==> src/hdl/acc_cpu_pkg.sv <==
// types and constants of the accumulator cpu core
// no dependencies; used by every module of the core
`timescale 1ns / 1ps

package acc_cpu_pkg;

	// request codes
	localparam logic [1:0] REQ_WRITE = 2'd0;
	localparam logic [1:0] REQ_READ  = 2'd1;
	localparam logic [1:0] REQ_EXEC  = 2'd2;

	// opcodes
	localparam logic [7:0] OP_NOP  = 8'd0;
	localparam logic [7:0] OP_LDAC = 8'd1;
	localparam logic [7:0] OP_STAC = 8'd2;
	localparam logic [7:0] OP_MVAC = 8'd3;
	localparam logic [7:0] OP_MOVR = 8'd4;
	localparam logic [7:0] OP_ADD  = 8'd8;
	localparam logic [7:0] OP_SUB  = 8'd9;
	localparam logic [7:0] OP_INAC = 8'd10;
	localparam logic [7:0] OP_CLAC = 8'd11;
	localparam logic [7:0] OP_AND  = 8'd12;
	localparam logic [7:0] OP_OR   = 8'd13;
	localparam logic [7:0] OP_XOR  = 8'd14;
	localparam logic [7:0] OP_NOT  = 8'd15;
	localparam logic [7:0] OP_MVI  = 8'd22;
	localparam logic [7:0] OP_HALT = 8'd255;

	// flag bit positions
	localparam int FLAG_Z = 0;
	localparam int FLAG_C = 1;
	localparam int FLAG_V = 2;
	localparam int FLAG_N = 3;

	localparam logic [7:0] BYTE_MAX = 8'd255;
	localparam logic [7:0] SBYTE_MAX = 8'd127;

	typedef struct packed {
		logic [1:0]  req_type;
		logic [15:0] mem_addr;
		logic [7:0]  mem_data;
	} cmd_t;

	typedef struct packed {
		logic [7:0]  read_byte;
		logic [7:0]  accumulator;
		logic [7:0]  general_reg;
		logic [3:0]  flag_bits;
		logic [15:0] program_counter;
		logic [15:0] address_reg;
		logic [7:0]  data_reg;
		logic [7:0]  executed_op;
		logic        bad_opcode;
		logic        is_halted;
	} result_t;

	// register file view handed to and returned by the alu
	typedef struct packed {
		logic [7:0] acc;
		logic [7:0] rg;
		logic [3:0] flags;
	} alu_regs_t;

	typedef enum logic [3:0] {
		S_IDLE,
		S_MEMWR,
		S_MEMRD,
		S_RDCAP,
		S_FETCH,
		S_DECODE,
		S_ADDR_HI,
		S_ADDR_LO,
		S_OPER,
		S_DONE
	} state_t;

endpackage

==> src/hdl/acc_cpu_alu.sv <==
// combinational register-to-register unit of the accumulator cpu core
// depends on acc_cpu_pkg
`timescale 1ns / 1ps

module acc_cpu_alu (
	input  logic [7:0]              op,
	input  acc_cpu_pkg::alu_regs_t  cur,
	output acc_cpu_pkg::alu_regs_t  nxt
);

	logic [8:0] sum;
	logic [7:0] diff;
	logic [7:0] inc;
	logic [7:0] logic_res;

	assign sum  = {1'b0, cur.acc} + {1'b0, cur.rg};
	assign diff = cur.acc - cur.rg;
	assign inc  = cur.acc + 8'd1;

	always_comb begin
		case (op)
			acc_cpu_pkg::OP_AND: logic_res = cur.acc & cur.rg;
			acc_cpu_pkg::OP_OR:  logic_res = cur.acc | cur.rg;
			acc_cpu_pkg::OP_XOR: logic_res = cur.acc ^ cur.rg;
			default:             logic_res = ~cur.acc;
		endcase
	end

	always_comb begin
		nxt = cur;
		case (op)
			acc_cpu_pkg::OP_MVAC: nxt.rg = cur.acc;
			acc_cpu_pkg::OP_MOVR: nxt.acc = cur.rg;
			acc_cpu_pkg::OP_ADD: begin
				nxt.acc = sum[7:0];
				nxt.flags[acc_cpu_pkg::FLAG_Z] = (sum[7:0] == 8'd0);
				nxt.flags[acc_cpu_pkg::FLAG_N] = sum[7];
				nxt.flags[acc_cpu_pkg::FLAG_C] = sum[8];
				nxt.flags[acc_cpu_pkg::FLAG_V] = ~(cur.acc[7] ^ cur.rg[7]) & (cur.acc[7] ^ sum[7]);
			end
			acc_cpu_pkg::OP_SUB: begin
				nxt.acc = diff;
				nxt.flags[acc_cpu_pkg::FLAG_Z] = (diff == 8'd0);
				nxt.flags[acc_cpu_pkg::FLAG_N] = diff[7];
				// carry means no borrow
				nxt.flags[acc_cpu_pkg::FLAG_C] = (cur.acc >= cur.rg);
				nxt.flags[acc_cpu_pkg::FLAG_V] = (cur.acc[7] ^ cur.rg[7]) & (cur.acc[7] ^ diff[7]);
			end
			acc_cpu_pkg::OP_INAC: begin
				nxt.acc = inc;
				nxt.flags[acc_cpu_pkg::FLAG_Z] = (inc == 8'd0);
				nxt.flags[acc_cpu_pkg::FLAG_N] = inc[7];
				nxt.flags[acc_cpu_pkg::FLAG_C] = (cur.acc == acc_cpu_pkg::BYTE_MAX);
				nxt.flags[acc_cpu_pkg::FLAG_V] = (cur.acc == acc_cpu_pkg::SBYTE_MAX);
			end
			acc_cpu_pkg::OP_CLAC: begin
				nxt.acc = 8'd0;
				nxt.flags = 4'd0;
				nxt.flags[acc_cpu_pkg::FLAG_Z] = 1'b1;
			end
			acc_cpu_pkg::OP_AND, acc_cpu_pkg::OP_OR, acc_cpu_pkg::OP_XOR,
			acc_cpu_pkg::OP_NOT: begin
				// logic ops keep carry and overflow
				nxt.acc = logic_res;
				nxt.flags[acc_cpu_pkg::FLAG_Z] = (logic_res == 8'd0);
				nxt.flags[acc_cpu_pkg::FLAG_N] = logic_res[7];
			end
			default: nxt = cur;
		endcase
	end

endmodule

==> config.mk <==
export PLATFORM = sky130hd
export DESIGN_NAME = acc_cpu_alu
export DESIGN_NICKNAME = d
export VERILOG_FILES = /design/src/hdl/acc_cpu_pkg.sv /design/src/hdl/acc_cpu_alu.sv
export SDC_FILE = /design/constraint.sdc
export NUM_CORES = 1
export LEC_CHECK = 0
export BUFFER_PORTS_ARGS = -buffer_cell sky130_fd_sc_hd__buf_2
export CORE_MARGIN = 4
export CORE_UTILIZATION = 39
export DETAILED_ROUTE_END_ITERATION = 16
export GPL_ROUTABILITY_DRIVEN = 0
export SYNTH_ARGS = -nofsm -noshare
export SYNTH_HDL_FRONTEND = slang
export SYNTH_SLANG_ARGS = --single-unit
==> constraint.sdc <==
create_clock -name vclk -period 2.7
set_clock_uncertainty 0.1 [all_clocks]
set_input_delay 0.27 -clock vclk [all_inputs]
set_output_delay 0.27 -clock vclk [all_outputs]
set_load 0.03 [all_outputs]
[Word-level counts from Yosys, hierarchy flattened]
Cells that the tools add are included.
Word-level totals
  latch bits: 0
  bits of input ports: 28
  memory bits (writable): 0
  output and inout bits: 20
  memories: 0
  flip-flop bits (word level): 0
  memory bits (read-only): 0
Cells by class
  equality and inequality tests: 12
  shift-type cells: 0
  bitwise gates (word level): 10
  mux-type cells: 6
  add/subtract/negate cells: 3
  multiply operators: 0
  div/mod/pow operators: 0
  reductions and logical operators: 5
  $lt $le $gt $ge: 1
Operators with widths (number)
  $eq 8x4->1 const B: 8
  $pmux 8 s6: 1
  $logic_not 8->1: 4
  $pmux 8 s3: 1
  $pmux 1 s5: 2
  $add 8x8->9: 1
  $add 8x1->8 const B: 1
  $and 8x8->8: 1
  $eq 8x2->1 const B: 1
  $eq 8x3->1 const B: 1
  $eq 8x7->1 const B: 1
  $eq 8x8->1 const B: 1
  $ge 8x8->1: 1
  $mux 8: 1
  $not 8->8: 1
  $or 8x8->8: 1
  $pmux 2 s4: 1
  $sub 8x8->8: 1
  $xor 8x8->8: 1
  $reduce_or 4->1: 1
  $xor 1x1->1: 3
  $and 1x1->1: 2
  $not 1->1: 1

[Logic depth before layout (Yosys ltp)]
  depth in word-level cells: 4
  depth in mapped cells: 10
  mapped depth without buffers: 9

[Worst setup path after synthesis]
No wires, ideal clock.
  kind: input to output
  from: input cur[15] (netlist name)
  to: output nxt[19] (netlist name)
  required time: 2330 ps
  path buffers: 2
  cell stages on the path: 10
  path slack: -760 ps
  data arrival time: 3090 ps
  path through: clkbuf_1 -> inv_1 -> ha_1 -> clkbuf_1 -> or4_1 -> a31oi_1 -> nor3_1 -> xor2_1 -> nor2_1 -> o311ai_0
RTL lines
  start, declared: RTL line acc_cpu_alu.sv:7  | input acc_cpu_pkg::alu_regs_t cur,
  end, declared: RTL line acc_cpu_alu.sv:8  | output acc_cpu_pkg::alu_regs_t nxt

==> qor.yml <==
global_routing:
  grt_pass1_wl_um: 13100
  grt_max_degree: 17
  grt_usage: 0.258
  grt_pass1_vias: 2665
  grt-ovfl-total: 0
  antenna_found_initial: 0
routing:
  drt_iter0_markers: 345
  ant_nets: 0
  routed_wl_um: 8470
  dr.pass1.iters: 6
  via_per_inst: 5.70
  via_count: 2898
  wl_per_cell_um: 16.7
  drc_errors: 0
timing:
  worstMarginPinSlew_ns: 0.429
  rsz0062_at_grt: "true"
  finalWorstSetupSlack_ns: -0.0915
  fmax_ghz: 0.358
  setup_viol: 1
  fin_crit_sh: 1.03
  final_max_slew_viol_count: 0
  hold_viol: 0
  period_minus_slack_ns: 2.79
  slew_headroom: 0.707
placed_design:
  portBuffers: 48
  pre_cts_slack_ns: -0.313
  dp_cells: 503
  dpl.hpwl_um: 6750
  placed_cell_area_sq_um: 3070
logic_synthesis:
  ys.warnings.count: 0
  synth-seq-area-share: 0
  synth.distinct_cells: 54
  syn_nets: 373
  syn_area_sq_um: 1990
  yosysTopAreaCellShare: 0.157
  avgSynthCellArea_sq_um: 6.27
  synthCells: 318
  synthTopCellsByArea: "ha_1 (16%), nand2_1 (7.3%), o21ai_0 (7.0%)"
  synth_top_area_cell: "ha_1"
clock_tree:
  postCtsHoldBufs: 0
outcome:
  outcome: "finished with violations"
  violations: "setup timing"
cells_and_area:
  design.seq.count: 0
  drive_gt1_frac: 0.449
  stdcell_count: 508
  area_delta_synth_final_pct: 66.2
  final_nets: 498
  antenna_cells: 0
  clock_buffers: 0
  finalInstanceArea_sq_um: 3310
  regArea_sq_um: 0
setup_path:
  cp.arrival_ns: 2.42
  end_kind: "primary output"
  cp-start-kind: "primary input"
  worstPathRequired_ns: 2.33
  path_class: "in2out"
  cp-startpoint: "cur[15]"
  crit_fanout: 2
  critPathCapture: "nxt[0]"
run:
  cap_violations: 0
floorplanning:
  core_sq_um: 4850
  ioPinCount: 48
  die_w_um: 79.5
  dieArea_sq_um: 6320
  num_rows: 25
  start_util: 0.411
  chipHeight_um: 79.5
pwr:
  irDropWorstVdd_v: 0.000106
  powerDensity_nw_per_um2: 188
  power.leakage_nw: 1.46
  power_mw: 0.624
worst_hold_path:
  hp-class: "in2out"
-- logic make-up (layout without fill, tap and decap cells) --
family	after synthesis	in the layout	synth area share
AO/OA/AOI/OAI	96	96	0.325
XOR/XNOR	14	14	0.0615
adder cells (fa/ha/maj)	27	27	0.177
buffers and inverters	49	172	0.0942
multiplexers	2	2	0.0100
AND/OR/NAND/NOR	130	130	0.332
-- per-layer routing --
metal / share of wire / wire, um / track usage
met2: 0.47 / 4000 / 0.448
met5: 0 / 0 / 0
met1: 0.41 / 3480 / 0.341
met3: 0.076 / 640 / 0.00903
met4: 0.040 / 341 / 0.0842
-- cell usage after synthesis (all sizes together), types with 2 or more instances --
library cell,count
nand2b,6
nor4b,2
o22ai,5
o21bai,3
clkbuf,18
nor3b,2
a22oi,3
nor2b,5
nand4,6
or3,4
o2bb2ai,2
a222oi,3
a2111oi,3
inv,27
o21ai,28
o2111ai,2
mux2i,2
and2,2
nor4,8
a31oi,2
o311ai,3
xnor2,11
o21a,3
xor2,3
a221oi,3
or4,5
and3,4
ha,25
nand3,8
nor3,6
o31ai,3
buf,4
a211oi,2
a21oi,13
nand2,39
fa,2
o211ai,7
nor2,32
-- timing repair --
item / CTS / global route
buffers inserted: 2 / 4
setup endpoints to repair: 5 / 6
pin swaps: 12 / 17
resized for setup: 30 / 23
endpoints found under the hold margin: 0 / 0
-- layout make-up --
type,count,area (sq um)
Timing Repair Buffer,145,1050
Tap cell,67,83.8
Fill cell,420,1540
Multi-Input combinational cell,269,2080
Inverter,27,106
-- where the power goes --
| group | internal, mW | switching (mW) | total, mW |
|---|---|---|---|
| clock network | 0 | 0 | 0 |
| registers | 0 | 0 | 0 |
| logic | 0.291 | 0.334 | 0.624 |
-- stage by stage --
stage	TNS (ns)	hold WS, ns	utilization
finish	-0.0915	0.841	0.683
global route	-0.225	0.861	0.683
CTS	-0.115	0.850	0.652
detailed placement	-1.02	0.852	0.633
global placement	-0.820	0.833	0.633
floorplan	0	0.639	-
-- placed cells by master (no fill, tap or decap), types with 3 or more instances in the layout --
master | netlist | routed
nor3_1 | 6 | 5
nand4_1 | 6 | 6
buf_2 | 3 | 37
nor4_1 | 5 | 4
nand2b_1 | 6 | 6
xnor2_1 | 11 | 10
ha_4 | 0 | 5
a222oi_1 | 3 | 3
nor4_2 | 3 | 4
nand3_1 | 8 | 8
nor2_1 | 31 | 29
buf_4 | 0 | 97
a21oi_1 | 13 | 10
buf_6 | 0 | 10
nor2b_1 | 5 | 5
ha_1 | 25 | 18
or4_4 | 1 | 4
o211ai_1 | 7 | 7
inv_1 | 27 | 19
o21a_1 | 3 | 3
nand2_1 | 39 | 38
inv_2 | 0 | 6
o22ai_1 | 5 | 5
o21ai_0 | 28 | 27
and3_1 | 4 | 4
-- worst min-delay path by stage --
stage	start	endpoint	slack [ns]	cells after the start
6_report	cur[1]	nxt[1]	0.84	4
5_1_grt	cur[1]	nxt[1]	0.86	4
4_1_cts	cur[1]	nxt[1]	0.85	4
3_5_place_dp	cur[2]	nxt[2]	0.85	4
3_3_place_gp	cur[2]	nxt[2]	0.83	4
2_1_floorplan	cur[3]	nxt[3]	0.64	2
-- worst max-delay path, cell delays in order --
cell,delay (ns)
buf_6,0.10
inv_4,0.05
ha_4,0.20
or4_4,0.56
a31oi_4,0.20
nor3_4,0.08
xor2_2,0.20
a2111oi_2,0.07
or4_4,0.53
buf_6,0.15
No activity file was read; power rests on OpenSTA's default activity.
